$ cat config.mk
export PLATFORM = sky130hd
export DESIGN_NAME = lqr_balance_swingup_controller
export DESIGN_NICKNAME = d
export VERILOG_FILES = /design/src/rtl/core/lqrbs_pkg.sv /design/src/rtl/core/lqrbs_csr.sv /design/src/rtl/core/lqrbs_tracker.sv /design/src/rtl/core/lqrbs_law.sv /design/src/rtl/core/lqr_balance_swingup_controller.sv
export SDC_FILE = /design/constraint.sdc
export NUM_CORES = 2
export LEC_CHECK = 0
export BUFFER_PORTS_ARGS = -buffer_cell sky130_fd_sc_hd__buf_2
export CORE_ASPECT_RATIO = 1.2
export CORE_MARGIN = 2
export CORE_UTILIZATION = 54
export CTS_CLUSTER_DIAMETER = 50
export DETAILED_ROUTE_END_ITERATION = 10
export PLACE_DENSITY = 0.73
export SYNTH_ARGS = -nofsm -noshare
export SYNTH_HDL_FRONTEND = slang
export SYNTH_SLANG_ARGS = --single-unit
$ cat constraint.sdc
create_clock -name clock -period 21.7 [get_ports clock]
set_clock_uncertainty 0.1 [all_clocks]
set_input_delay 4.34 -clock clock [delete_from_list [all_inputs] [get_ports clock]]
set_output_delay 4.34 -clock clock [all_outputs]
set_load 0.01 [all_outputs]
$ cat src/rtl/core/lqrbs_pkg.sv
// ----------------------------------------------------------------------------
// lqrbs_pkg
// Shared types, register indexes, fixed-point limits and helper functions for
// the reaction-wheel balance and swing-up controller.
// ----------------------------------------------------------------------------
`default_nettype none

package lqrbs_pkg;

   // Configuration port geometry
   localparam int unsigned CSR_INDEX_W = 3;
   localparam int unsigned CSR_DATA_W  = 16;

   typedef enum logic [CSR_INDEX_W-1:0] {
      CSR_K_ANGLE_U   = 3'd0,
      CSR_K_RATE_U    = 3'd1,
      CSR_K_SPEED_U   = 3'd2,
      CSR_K_ANGLE_S   = 3'd3,
      CSR_K_RATE_S    = 3'd4,
      CSR_K_SPEED_S   = 3'd5,
      CSR_SWING_LEVEL = 3'd6,
      CSR_BAL_WINDOW  = 3'd7
   } csr_index_type;

   // Fixed-point value types (1/256 units, gains Q8.8)
   typedef logic signed [18:0] err_type;     // folded angles and error
   typedef logic signed [16:0] angle_type;   // tilt and target angle
   typedef logic signed [15:0] drive_type;   // drive target
   typedef logic signed [15:0] gain_type;    // Q8.8 gain
   typedef logic signed [19:0] rate_type;    // gyro rate
   typedef logic signed [16:0] speed_type;   // wheel speed

   typedef struct packed {
      gain_type k_angle;
      gain_type k_rate;
      gain_type k_speed;
   } gain_set_type;

   typedef struct packed {
      gain_set_type unstable;
      gain_set_type stable;
      logic [11:0]  swing_level;
      logic [14:0]  bal_window;
   } cfg_type;

   // Tracker status handed to the control law and the result register
   typedef struct packed {
      err_type   err;
      logic      balancing;
      logic      stable;
      angle_type target;
   } trk_type;

   // Register reset values
   localparam gain_type    RST_K_ANGLE_U = 16'sd3072;
   localparam gain_type    RST_K_RATE_U  = 16'sd486;
   localparam gain_type    RST_K_SPEED_U = 16'sd461;
   localparam gain_type    RST_K_ANGLE_S = 16'sd1126;
   localparam gain_type    RST_K_RATE_S  = 16'sd384;
   localparam gain_type    RST_K_SPEED_S = 16'sd364;
   localparam logic [11:0] RST_SWING_LEVEL = 12'd256;
   localparam logic [14:0] RST_BAL_WINDOW  = 15'd4608;

   // Controller limits
   localparam err_type                FOLD_LIMIT     = 19'sd23040;  // 90 degrees
   localparam logic [18:0]            DRIFT_LIMIT    = 19'd2048;    // 8 degrees
   localparam logic [31:0]            SETTLE_MS      = 32'd1000;
   localparam logic [31:0]            TRIM_MS        = 32'd2500;
   localparam logic signed [19:0]     TRIM_STEP      = 20'sd51;     // 0.2 degree
   localparam drive_type              TRIM_MIN_DRIVE = 16'sd1280;   // 5 units
   localparam drive_type              DRIVE_LIMIT    = 16'sd30720;  // 120 units
   localparam logic signed [19:0]     TARGET_LIMIT   = 20'sd46080;  // 180 degrees
   localparam angle_type              TARGET_RESET   = 17'sd15360;  // 60 degrees

   // Push an angle beyond +/-90 degrees a further 90 degrees out in its own sign
   function automatic err_type fold(input err_type x);
      err_type r;
      if (x > FOLD_LIMIT) begin
         r = x + FOLD_LIMIT;
      end else if (x < -FOLD_LIMIT) begin
         r = x - FOLD_LIMIT;
      end else begin
         r = x;
      end
      return r;
   endfunction

   // Clamp a widened target to +/-180 degrees
   function automatic angle_type sat_target(input logic signed [19:0] x);
      logic signed [19:0] r;
      if (x > TARGET_LIMIT) begin
         r = TARGET_LIMIT;
      end else if (x < -TARGET_LIMIT) begin
         r = -TARGET_LIMIT;
      end else begin
         r = x;
      end
      return r[16:0];
   endfunction

endpackage

`default_nettype wire

$ cat src/rtl/core/lqrbs_csr.sv
// ----------------------------------------------------------------------------
// lqrbs_csr
// Configuration registers: two LQR gain sets, swing-up drive level and the
// balance window. Always ready; one write per transfer.
// ----------------------------------------------------------------------------
`default_nettype none

module lqrbs_csr
   import lqrbs_pkg::*;
(
   input  logic                   clock,
   input  logic                   reset,
   input  logic                   csr_valid,
   output logic                   csr_ready,
   input  logic [CSR_INDEX_W-1:0] csr_index,
   input  logic [CSR_DATA_W-1:0]  csr_data,
   output cfg_type                cfg
);

   cfg_type cfg_ff;
   cfg_type cfg_in;

   assign csr_ready = 1'b1;
   assign cfg       = cfg_ff;

   // Register decode
   always_comb begin
      cfg_in = cfg_ff;
      if (csr_valid) begin
         case (csr_index_type'(csr_index))
            CSR_K_ANGLE_U:   cfg_in.unstable.k_angle = csr_data;
            CSR_K_RATE_U:    cfg_in.unstable.k_rate  = csr_data;
            CSR_K_SPEED_U:   cfg_in.unstable.k_speed = csr_data;
            CSR_K_ANGLE_S:   cfg_in.stable.k_angle   = csr_data;
            CSR_K_RATE_S:    cfg_in.stable.k_rate    = csr_data;
            CSR_K_SPEED_S:   cfg_in.stable.k_speed   = csr_data;
            CSR_SWING_LEVEL: cfg_in.swing_level      = csr_data[11:0];
            CSR_BAL_WINDOW:  cfg_in.bal_window       = csr_data[14:0];
            default:         cfg_in = cfg_ff;
         endcase
      end
   end

   always_ff @(posedge clock) begin
      if (reset) begin
         cfg_ff.unstable.k_angle <= RST_K_ANGLE_U;
         cfg_ff.unstable.k_rate  <= RST_K_RATE_U;
         cfg_ff.unstable.k_speed <= RST_K_SPEED_U;
         cfg_ff.stable.k_angle   <= RST_K_ANGLE_S;
         cfg_ff.stable.k_rate    <= RST_K_RATE_S;
         cfg_ff.stable.k_speed   <= RST_K_SPEED_S;
         cfg_ff.swing_level      <= RST_SWING_LEVEL;
         cfg_ff.bal_window       <= RST_BAL_WINDOW;
      end else begin
         cfg_ff <= cfg_in;
      end
   end

endmodule

`default_nettype wire

$ cat src/rtl/core/lqrbs_tracker.sv
// ----------------------------------------------------------------------------
// lqrbs_tracker
// Angle error folding and the stability tracker: settle and drift timers,
// target angle adaptation and the previous drive value.
// ----------------------------------------------------------------------------
`default_nettype none

module lqrbs_tracker
   import lqrbs_pkg::*;
(
   input  logic        clock,
   input  logic        reset,
   input  logic        advance,      // current item moves to the result register
   input  angle_type   tilt_angle,
   input  logic [31:0] time_ms,
   input  logic        run_enable,
   input  logic [14:0] bal_window,
   input  drive_type   drive,        // drive produced for the current item
   output trk_type     trk
);

   logic              is_stable_ff,      is_stable_in;
   logic [31:0]       unstable_stamp_ff, unstable_stamp_in;
   logic [31:0]       stable_stamp_ff,   stable_stamp_in;
   angle_type         target_ff,         target_in;
   drive_type         last_drive_ff,     last_drive_in;

   err_type            tgt_ext;
   err_type            tilt_ext;
   err_type            diff;
   err_type            err;
   logic [18:0]        err_mag;
   logic               balancing;
   logic               drifted;
   logic               stable_a;
   logic [31:0]        ustamp_a;
   logic               settle;
   logic signed [19:0] tgt_w;
   logic signed [19:0] half_err_w;
   angle_type          target_a;
   logic signed [19:0] target_a_w;
   logic               big_drive;
   logic               trim;
   angle_type          target_b;

   // Folded error and balance window test
   assign tgt_ext   = 19'(target_ff);
   assign tilt_ext  = 19'(tilt_angle);
   assign diff      = fold(tgt_ext) - fold(tilt_ext);
   assign err       = fold(diff);
   assign err_mag   = err[18] ? 19'(-err) : 19'(err);
   assign balancing = err_mag < {4'd0, bal_window};

   // Instability clears the stable flag and restarts the settle timer
   assign drifted  = err_mag > DRIFT_LIMIT;
   assign stable_a = drifted ? 1'b0 : is_stable_ff;
   assign ustamp_a = drifted ? time_ms : unstable_stamp_ff;

   // Settling: add half the error to the target, moving it away from the tilt
   assign settle     = (32'(time_ms - ustamp_a) > SETTLE_MS) && !stable_a;
   assign tgt_w      = 20'(target_ff);
   assign half_err_w = 20'(err >>> 1);
   assign target_a   = settle ? sat_target(tgt_w + half_err_w) : target_ff;

   // Drift trim: step the target against a sustained drive
   assign big_drive  = (last_drive_ff > TRIM_MIN_DRIVE) || (last_drive_ff < -TRIM_MIN_DRIVE);
   assign trim       = (32'(time_ms - stable_stamp_ff) > TRIM_MS) && (stable_a || settle)
                       && big_drive;
   assign target_a_w = 20'(target_a);
   assign target_b   = !trim ? target_a :
                       last_drive_ff[15] ? sat_target(target_a_w + TRIM_STEP) :
                                           sat_target(target_a_w - TRIM_STEP);

   // Next state; adapts only inside the balance window, target resets when not running
   always_comb begin
      is_stable_in      = is_stable_ff;
      unstable_stamp_in = unstable_stamp_ff;
      stable_stamp_in   = stable_stamp_ff;
      target_in         = target_ff;
      if (balancing) begin
         is_stable_in      = stable_a | settle;
         unstable_stamp_in = ustamp_a;
         stable_stamp_in   = trim ? time_ms : stable_stamp_ff;
         target_in         = target_b;
      end
      if (!run_enable) begin
         target_in = TARGET_RESET;
      end
      last_drive_in = drive;
   end

   assign trk.err       = err;
   assign trk.balancing = balancing;
   assign trk.stable    = is_stable_in;
   assign trk.target    = target_in;

   always_ff @(posedge clock) begin
      if (reset) begin
         is_stable_ff      <= 1'b0;
         unstable_stamp_ff <= '0;
         stable_stamp_ff   <= '0;
         target_ff         <= TARGET_RESET;
         last_drive_ff     <= '0;
      end else if (advance) begin
         is_stable_ff      <= is_stable_in;
         unstable_stamp_ff <= unstable_stamp_in;
         stable_stamp_ff   <= stable_stamp_in;
         target_ff         <= target_in;
         last_drive_ff     <= last_drive_in;
      end
   end

endmodule

`default_nettype wire

$ cat src/rtl/core/lqrbs_law.sv
// ----------------------------------------------------------------------------
// lqrbs_law
// Control law: LQR state feedback with gain set selection and saturation
// inside the balance window, bang-bang swing-up torque outside it.
// ----------------------------------------------------------------------------
`default_nettype none

module lqrbs_law
   import lqrbs_pkg::*;
(
   input  cfg_type   cfg,
   input  trk_type   trk,
   input  rate_type  gyro_rate,
   input  speed_type wheel_speed,
   input  logic      run_enable,
   output drive_type drive,
   output logic      drive_mode
);

   gain_set_type       gs;
   gain_type           k_angle;
   gain_type           k_rate;
   gain_type           k_speed;
   err_type            err;
   logic signed [34:0] p_angle;
   logic signed [35:0] p_rate;
   logic signed [32:0] p_speed;
   logic signed [37:0] acc;
   logic signed [29:0] scaled;
   drive_type          lqr_drive;
   drive_type          level;
   drive_type          swing_drive;

   // Three parallel products of the selected gain set
   assign gs      = trk.stable ? cfg.stable : cfg.unstable;
   assign k_angle = gs.k_angle;
   assign k_rate  = gs.k_rate;
   assign k_speed = gs.k_speed;
   assign err     = trk.err;
   assign p_angle = 35'(k_angle) * 35'(err);
   assign p_rate  = 36'(k_rate) * 36'(gyro_rate);
   assign p_speed = 33'(k_speed) * 33'(wheel_speed);
   assign acc     = 38'(p_angle) + 38'(p_rate) + 38'(p_speed);

   // Back to 1/256 units (floor) and clamp to +/-120
   assign scaled    = acc[37:8];
   assign lqr_drive = (scaled > DRIVE_LIMIT)  ? DRIVE_LIMIT :
                      (scaled < -DRIVE_LIMIT) ? -DRIVE_LIMIT : scaled[15:0];

   // Swing-up torque opposes the gyro direction; zero rate gives no torque
   assign level       = {4'd0, cfg.swing_level};
   assign swing_drive = (gyro_rate == '0) ? '0 :
                        gyro_rate[19]     ? level : -level;

   always_comb begin
      if (!run_enable) begin
         drive      = '0;
         drive_mode = 1'b0;
      end else if (trk.balancing) begin
         drive      = lqr_drive;
         drive_mode = 1'b1;
      end else begin
         drive      = swing_drive;
         drive_mode = 1'b0;
      end
   end

endmodule

`default_nettype wire

$ cat src/rtl/core/lqr_balance_swingup_controller.sv
// ----------------------------------------------------------------------------
// lqr_balance_swingup_controller
// Reaction-wheel balancer with swing-up, one sample per cycle unless stalled.
// ----------------------------------------------------------------------------
// Usage:
//   Samples enter on the req_ channel (valid/stall) and one result per sample
//   leaves on the rsp_ channel (valid/stall). A transfer happens on a rising
//   edge with valid high and stall low.
//   A sample is captured in the input register at its transfer; once the
//   result register is free it is evaluated against the tracker state and
//   lands in the result register, which raises rsp_valid.
//   Throughput is one sample per cycle while no result is stalled: the tracker
//   state (target angle, timers, previous drive) is updated in the same edge
//   that loads the result register, so the following sample sees it directly.
//   When the receiver holds rsp_stall the result register keeps its value;
//   one further sample waits in the input register and req_stall then rises
//   until the result is taken.
//   Gains, swing-up level and balance window are written on the csr_ port,
//   which is always ready; write them only while no sample is in flight.
//   Synchronous reset empties both registers, restores the default gains
//   and sets the target angle to 60 degrees with the tracker cleared.
// ----------------------------------------------------------------------------
`default_nettype none

module lqr_balance_swingup_controller
   import lqrbs_pkg::*;
(
   input  logic                   clock,
   input  logic                   reset,
   // sample input
   input  logic                   req_valid,
   output logic                   req_stall,
   input  logic signed [16:0]     req_tilt_angle,
   input  logic signed [19:0]     req_gyro_rate,
   input  logic signed [16:0]     req_wheel_speed,
   input  logic [31:0]            req_time_ms,
   input  logic                   req_run_enable,
   // result output
   output logic                   rsp_valid,
   input  logic                   rsp_stall,
   output logic signed [15:0]     rsp_drive_target,
   output logic                   rsp_drive_mode,
   output logic                   rsp_stable_flag,
   output logic                   rsp_balancing,
   output logic signed [16:0]     rsp_target_now,
   // configuration
   input  logic                   csr_valid,
   output logic                   csr_ready,
   input  logic [CSR_INDEX_W-1:0] csr_index,
   input  logic [CSR_DATA_W-1:0]  csr_data
);

   cfg_type   cfg;
   trk_type   trk;
   drive_type drive;
   logic      drive_mode;

   // Input register
   logic        in_vld_ff, in_vld_in;
   angle_type   tilt_ff;
   rate_type    gyro_ff;
   speed_type   speed_ff;
   logic [31:0] time_ff;
   logic        run_ff;

   // Result register
   logic        out_vld_ff, out_vld_in;
   drive_type   drive_ff;
   logic        mode_ff;
   logic        stable_ff;
   logic        bal_ff;
   angle_type   target_ff;

   logic        req_take;
   logic        advance;

   // Pipeline control: the sample moves on when the result register is free
   assign advance   = in_vld_ff && (!out_vld_ff || !rsp_stall);
   assign req_stall = in_vld_ff && !advance;
   assign req_take  = req_valid && !req_stall;

   always_comb begin
      in_vld_in = in_vld_ff;
      if (req_take) begin
         in_vld_in = 1'b1;
      end else if (advance) begin
         in_vld_in = 1'b0;
      end
      out_vld_in = out_vld_ff;
      if (advance) begin
         out_vld_in = 1'b1;
      end else if (!rsp_stall) begin
         out_vld_in = 1'b0;
      end
   end

   lqrbs_csr u_csr (
      .clock     (clock),
      .reset     (reset),
      .csr_valid (csr_valid),
      .csr_ready (csr_ready),
      .csr_index (csr_index),
      .csr_data  (csr_data),
      .cfg       (cfg)
   );

   lqrbs_tracker u_tracker (
      .clock      (clock),
      .reset      (reset),
      .advance    (advance),
      .tilt_angle (tilt_ff),
      .time_ms    (time_ff),
      .run_enable (run_ff),
      .bal_window (cfg.bal_window),
      .drive      (drive),
      .trk        (trk)
   );

   lqrbs_law u_law (
      .cfg         (cfg),
      .trk         (trk),
      .gyro_rate   (gyro_ff),
      .wheel_speed (speed_ff),
      .run_enable  (run_ff),
      .drive       (drive),
      .drive_mode  (drive_mode)
   );

   // Control registers
   always_ff @(posedge clock) begin
      if (reset) begin
         in_vld_ff  <= 1'b0;
         out_vld_ff <= 1'b0;
      end else begin
         in_vld_ff  <= in_vld_in;
         out_vld_ff <= out_vld_in;
      end
   end

   // Sample capture
   always_ff @(posedge clock) begin
      if (req_take) begin
         tilt_ff  <= req_tilt_angle;
         gyro_ff  <= req_gyro_rate;
         speed_ff <= req_wheel_speed;
         time_ff  <= req_time_ms;
         run_ff   <= req_run_enable;
      end
   end

   // Result capture
   always_ff @(posedge clock) begin
      if (advance) begin
         drive_ff  <= drive;
         mode_ff   <= drive_mode;
         stable_ff <= trk.stable;
         bal_ff    <= trk.balancing;
         target_ff <= trk.target;
      end
   end

   assign rsp_valid        = out_vld_ff;
   assign rsp_drive_target = drive_ff;
   assign rsp_drive_mode   = mode_ff;
   assign rsp_stable_flag  = stable_ff;
   assign rsp_balancing    = bal_ff;
   assign rsp_target_now   = target_ff;

endmodule

`default_nettype wire

# Word-level counts from Yosys, hierarchy flattened
# Cells that the tools add are included.
# Widths: inputs -> output; s select.
# op_classes
muxes,33
n_lt_le_gt_ge,20
n_bitwise,1
div,0
n_reduce_logical,27
shift,0
mul,3
eq_ne,8
n_addsub,16
# ops
operator,n
$mux 17,11
$mux 19,7
$mux 16,6
$sub 32x32->32,2
$mux 48,1
$add 37x33->38,1
$add 35x36->37,1
$add 17x16->18 const B,2
$gt 18x17->1 const B,2
$lt 18x17->1 const B,2
$mul 16x20->36,1
$sub 17x16->18 const B,2
$mul 16x19->35,1
$gt 17x16->1 const B,2
$lt 17x16->1 const B,2
$mul 16x17->33,1
$gt 32x10->1 const B,1
$gt 32x12->1 const B,1
$mux 32,1
$gt 30x16->1 const B,1
$lt 30x16->1 const B,1
$logic_not 20->1,1
$add 17x18->19,1
$add 19x16->19 const B,1
other kinds (27),56
# totals
mem_bits_rw,0
elab_cells,133
n_memories,0
rom_bits,0
reg_bits,346
inputBits,111
out_inout_bits,39
latchBits,0

# Depth between registers and ports, before layout
# logic_depth
depth_word,25
depth_mapped,97
ltp_nobuf,88

# By module
# Synthesis repeated with hierarchy kept, for this count alone.
# hier_totals
hier_cells,6680
hier_area_um2,59788.6
# modules_own_cells
mod,seq_area_each_um2,cells_per_inst,area_per_inst_um2,n_inst
lqrbs_law,0.0,4007,36756.5,1
lqrbs_tracker,1961.9,2093,14383.8,1
lqrbs_csr,2462.4,447,4868.4,1
lqr_balance_swingup_controller,3733.6,133,3779.9,1

# Worst setup path before layout
# No wires, ideal clock.
# synth_path
path_kind,flip-flop to flip-flop
start,reg u_tracker.target_ff[10]
end,"reg drive_ff[4], in the netlist rsp_drive_target[4], data pin"
required_ns,21.447
arrival_ns,20.328
path_slack_ns,1.119
path_stages_with_launch,85
setup_ns,0.153
path_buffers,6
period_less_slack_ns,20.581
path_cell_list,dfxtp_1 -> clkbuf_1 -> inv_1 -> ha_1 -> and4_1 -> a41oi_1 -> nand2_1 -> nor3b_1 -> a21oi_1 -> xnor2_1 -> ha_1 -> buf_2 -> and4_1 -> and4_1 -> a21boi_1 -> nor3b_1 -> o31ai_1 -> and4_4 -> (+49 left out) -> a21o_1 -> a21oi_1 -> nor2_1 -> o21ai_0 -> nand2_1 -> a221oi_1 -> a21boi_0 -> nand2_1 -> inv_1 -> nor4b_1 -> o2111ai_1 -> a311oi_1 -> or4b_1 -> a311oi_1 -> and3b_1 -> o21ai_1 -> clkbuf_1 -> o21ai_0
# synth_between
elab_chain_len,25
word_cells_on_any_way,37
classes_between,add/sub (9); mul (3); order compare (9); mux (13); bitwise (1); reduce/logical (2)
# synth_lines
element,line_no,source
"start, declared",lqrbs_tracker.sv:25,"angle_type target_ff, target_in;"
"start signal, assigned",lqrbs_tracker.sv:108,target_ff <= target_in;
$sub 17x16->18 or $lt 17x16->1 (tied branches),"lqrbs_pkg.sv:81, lqrbs_pkg.sv:80",
$mux 19,lqrbs_pkg.sv:80,end else if (x < -FOLD_LIMIT) begin
$mux 19 *,lqrbs_pkg.sv:78,if (x > FOLD_LIMIT) begin
$sub 19x19->19 *,lqrbs_tracker.sv:49,assign diff = fold(tgt_ext) - fold(tilt_ext);
$sub 19x16->19 or $lt 19x16->1 (tied branches),"lqrbs_pkg.sv:81, lqrbs_pkg.sv:80",
$mux 19,lqrbs_pkg.sv:80,
$mux 19 *,lqrbs_pkg.sv:78,
$neg 19->19,lqrbs_tracker.sv:51,assign err_mag = err[18] ? 19'(-err) : 19'(err);
(+10 left out),--,
$add 35x36->37,lqrbs_law.sv:43,assign acc = 38'(p_angle) + 38'(p_rate) + 38'(p_speed);
$add 37x33->38,lqrbs_law.sv:43,
$lt 30x16->1,lqrbs_law.sv:48,(scaled < -DRIVE_LIMIT) ? -DRIVE_LIMIT : scaled[15:0];
$mux 16,lqrbs_law.sv:48,
$mux 16,lqrbs_law.sv:47,assign lqr_drive = (scaled > DRIVE_LIMIT) ? DRIVE_LIMIT :
$mux 16 *,lqrbs_law.sv:59,end else if (trk.balancing) begin
$mux 16 *,lqrbs_law.sv:56,if (!run_enable) begin
via drive[4],lqr_balance_swingup_controller.sv:55,drive_type drive;
"end signal, assigned",lqr_balance_swingup_controller.sv:154,drive_ff <= drive;
"end, declared",lqr_balance_swingup_controller.sv:68,drive_type drive_ff;
# The timed path passes the listed nets; every way through them passes the cells marked *.
# A chain may end at the register's enable or synchronous reset.

# Final worst setup path
# layout_path
start,reg u_tracker.target_ff[13]
end,"reg drive_ff[10], in the netlist rsp_drive_target[10], data pin"
# layout_between
elab_chain_len,25
word_cells_on_any_way,37
classes_between,add/sub (9); mul (3); order compare (9); mux (13); bitwise (1); reduce/logical (2)
# layout_lines
element,line_no,source
$sub 17x16->18 or $lt 17x16->1 (tied branches),"lqrbs_pkg.sv:81, lqrbs_pkg.sv:80",
$mux 19,lqrbs_pkg.sv:80,
$mux 19 *,lqrbs_pkg.sv:78,
$sub 19x19->19 *,lqrbs_tracker.sv:49,
$sub 19x16->19 or $lt 19x16->1 (tied branches),"lqrbs_pkg.sv:81, lqrbs_pkg.sv:80",
$mux 19,lqrbs_pkg.sv:80,
$mux 19 *,lqrbs_pkg.sv:78,
$neg 19->19,lqrbs_tracker.sv:51,
(+3 left out),--,
via u_tracker.ustamp_a[0],lqrbs_tracker.sv:36,logic [31:0] ustamp_a;
(+7 left out),--,
$add 35x36->37,lqrbs_law.sv:43,
$add 37x33->38 *,lqrbs_law.sv:43,
$lt 30x16->1,lqrbs_law.sv:48,
$mux 16,lqrbs_law.sv:48,
$mux 16 *,lqrbs_law.sv:47,
$mux 16 *,lqrbs_law.sv:59,
$mux 16 *,lqrbs_law.sv:56,
via drive[10],lqr_balance_swingup_controller.sv:55,
# Marked as above.

==> flow_summary.ini <==
[job]
maxCapViolCount = 0

[timing]
drv_slew = 0
fin_crit_ns = 20.72
setup_viol = 0
fin_tns_setup_ns = 0
hold_violations = 0
fin_ws_ns = 0.979
worst_slew_pin_slew_ns = 1.23
max_slew_margin = 0.176
fmax_mhz = 48.3
period_share = 0.955

[global_route]
grt_pass1_vias = 49467
grt_max_degree = 114
antenna_found_initial = 5
grt.busiest_layer = met2
grt.overflow.total = 0
gr-usage-met2 = 0.551
gr-usage-met1 = 0.367
use_met3 = 0.0442
grt_pass1_wl_um = 270000
grt_usage = 0.310

[synth]
synth.avg_cell_area_um2 = 8.76
synth_edf_count = 123
syn_area_um2 = 58600
yosysSeqAreaShare = 0.139
synth-seq-cells = 346
ys.flop_type = dfxtp_1
synth_cell_types = 118
synth_nets = 8196
synthArstFlopShare = 0
yosysWarningCount = 0
syn_inst = 6683

[worst_setup_path]
r2r_setup_slack_ns = 0.98
slowest_delay_ns = 0.64
reg2reg_to = rsp_drive_target[10]
cp-end-kind = flip-flop
reg2reg_depth = 79
worstReg2RegStart = u_tracker.target_ff[13]
crit_type = reg2reg
worstPathRequired_ns = 22.01
start_kind = flip-flop
critPathSlowestCell = dfxtp_1
critPathMaxFanout = 23
arrival_ns = 21.03
crit_top_cell = fa_1

[placement]
dp_slack_ns = -0.205
place_congestion = 1.03
portBuffers = 148
hpwl_um = 140000
place_area_um2 = 61200

[clock_network]
clock_tree.root_cell = clkbuf_16
hold_buffers = 0
clock-sinks = 346
cts_buffers = 58
clk_pin_slew_ns = 0.06
cts_tree = yes
clk_path_buf_depth = 3
htreeDepth = 2
clk_latency_ns = 0.69

[route]
routed_via_density = 5.65
route.detailed.drc = 0
drtIter0Drc = 3133
dr.pass1.iters = 8
post_drt_wl_per_cell_um = 20.5
vias = 46533
routed_wl_um = 168000
drtAntennaViolNets = 0

[hold_path]
holdPathEnd = u_tracker.stable_stamp_ff[5]
min_path_type = reg2reg
hold_depth = 2
holdCritStartpoint = u_tracker.stable_stamp_ff[5]

[floorplan]
start_util = 0.544
rows = 132
core_area_um2 = 108000
die-area_um2 = 111000
io_pins = 150
die_x_um = 305
die_height_um = 365

[status]
status = finished clean

[finish]
drive_gt1_frac = 0.0866
nets = 8285
design_area_um2 = 63500
utilization = 0.590
syn_to_final_growth_pct = 8.41
-- logic make-up (layout without fill, tap and decap cells) --
| family | Yosys count | after routing | share of synthesized area |
|---|---|---|---|
| AND/OR/NAND/NOR | 2157 | 2157 | 0.174 |
| AO/OA/AOI/OAI | 900 | 900 | 0.103 |
| other | 1 | 6 | 0.0000640 |
| flip-flops | 346 | 346 | 0.139 |
| multiplexers | 107 | 107 | 0.0193 |
| buffers and inverters | 1625 | 1763 | 0.105 |
| adder cells (fa/ha/maj) | 1403 | 1403 | 0.437 |
| XOR/XNOR | 144 | 144 | 0.0218 |
-- cell usage in the layout (no fill, tap or decap), drive strengths merged, types with 123 or more instances in the layout --
| master | netlist | routed |
|---|---|---|
| nand2 | 1009 | 1009 |
| o21ai | 164 | 164 |
| nor2 | 330 | 330 |
| fa | 1071 | 1071 |
| edfxtp | 123 | 123 |
| ha | 331 | 331 |
| dfxtp | 223 | 223 |
| nor2b | 176 | 176 |
| a21oi | 286 | 286 |
| inv | 1341 | 1365 |
| buf | 26 | 309 |
| and2 | 217 | 217 |
-- flip-flops by register name, summed over array words and instances (netlist names), 16 cells and up --
register / cells
u_tracker.unstable_stamp_ff: 32
u_tracker.stable_stamp_ff: 32
u_tracker.last_drive_ff: 16
time_ff: 32
gyro_ff: 20
rsp_target_now: 17
u_tracker.target_ff: 17
tilt_ff: 17
speed_ff: 17
u_csr.cfg: 123
rsp_drive_target: 16
-- per-layer routing --
metal,part of all wire,up-vias
met5,0,-
met4,0.056,0
met3,0.061,475
met2,0.50,1603
met1,0.38,23373
li1,-,21082
-- layout make-up --
type                       instances  area, um^2
antenna                            5        12.5
clock buffer                      66        1510
clock inverter                    43         470
fill                            9393       44200
inverter                        1344        5050
multi-input combinational       4712       44500
sequential                       346        8160
tap                             1407        1760
timing repair buffer             310        2010
-- worst max-delay path by stage --
stage                            startpoint                    to  slack (ns)  depth (start not counted)
detailed placement              tilt_ff[10]   rsp_drive_target[4]       -0.20                         82
finish              u_tracker.target_ff[13]  rsp_drive_target[10]        0.98                         79
floorplan           u_tracker.target_ff[10]   rsp_drive_target[4]        1.12                         84
CTS                 u_tracker.target_ff[12]   rsp_drive_target[4]        0.07                         81
global placement                 tilt_ff[9]   rsp_drive_target[4]        0.20                         82
global route                     tilt_ff[9]   rsp_drive_target[4]       -0.06                         80
-- Yosys cell counts, drive strengths merged (34+ instances only) --
cell type / instances / share of area
a21o: 56 / 0.0072
nand3b: 34 / 0.0044
inv: 1341 / 0.086
nor2: 330 / 0.021
a21oi: 286 / 0.025
a211oi: 56 / 0.0080
or2: 34 / 0.0036
fa: 1071 / 0.37
nor2b: 176 / 0.019
dfxtp: 223 / 0.076
nand3: 74 / 0.0063
o21ai: 164 / 0.014
xor2: 44 / 0.0066
nand2: 1009 / 0.065
and2: 217 / 0.023
xnor2: 100 / 0.015
mux2i: 90 / 0.016
nand2b: 58 / 0.0062
clkbuf: 255 / 0.017
edfxtp: 123 / 0.063
ha: 331 / 0.071
nor3: 75 / 0.0067
-- stage by stage --
stage          hold slack [ns]  std cells
2_1_floorplan            0.334       6683
3_3_place_gp             0.341       8109
4_1_cts                  0.353       8218
5_1_grt                  0.366       8233
6_report                 0.352       8233
3_5_place_dp             0.347       8109
-- critical path, delay by kind of cell (launching register included) --
family,cells,cell delay (ns)
compound gates,32,6.75
fa+ha+maj,15,6.56
simple gates,19,4.24
buf+inv,10,1.21
xor+xnor,3,0.89
flops,1,0.64
-- what timing repair did --
item | in CTS | in global routing
gates cloned | 0 | 1
setup buffers | 0 | 9
gates resized for setup | 3 | 44
pin swaps | 0 | 6
endpoints found under the setup margin | 27 | 32
Power is not shown: default switching activity piles up to over one toggle a cycle in this logic, so the estimate is an artifact.
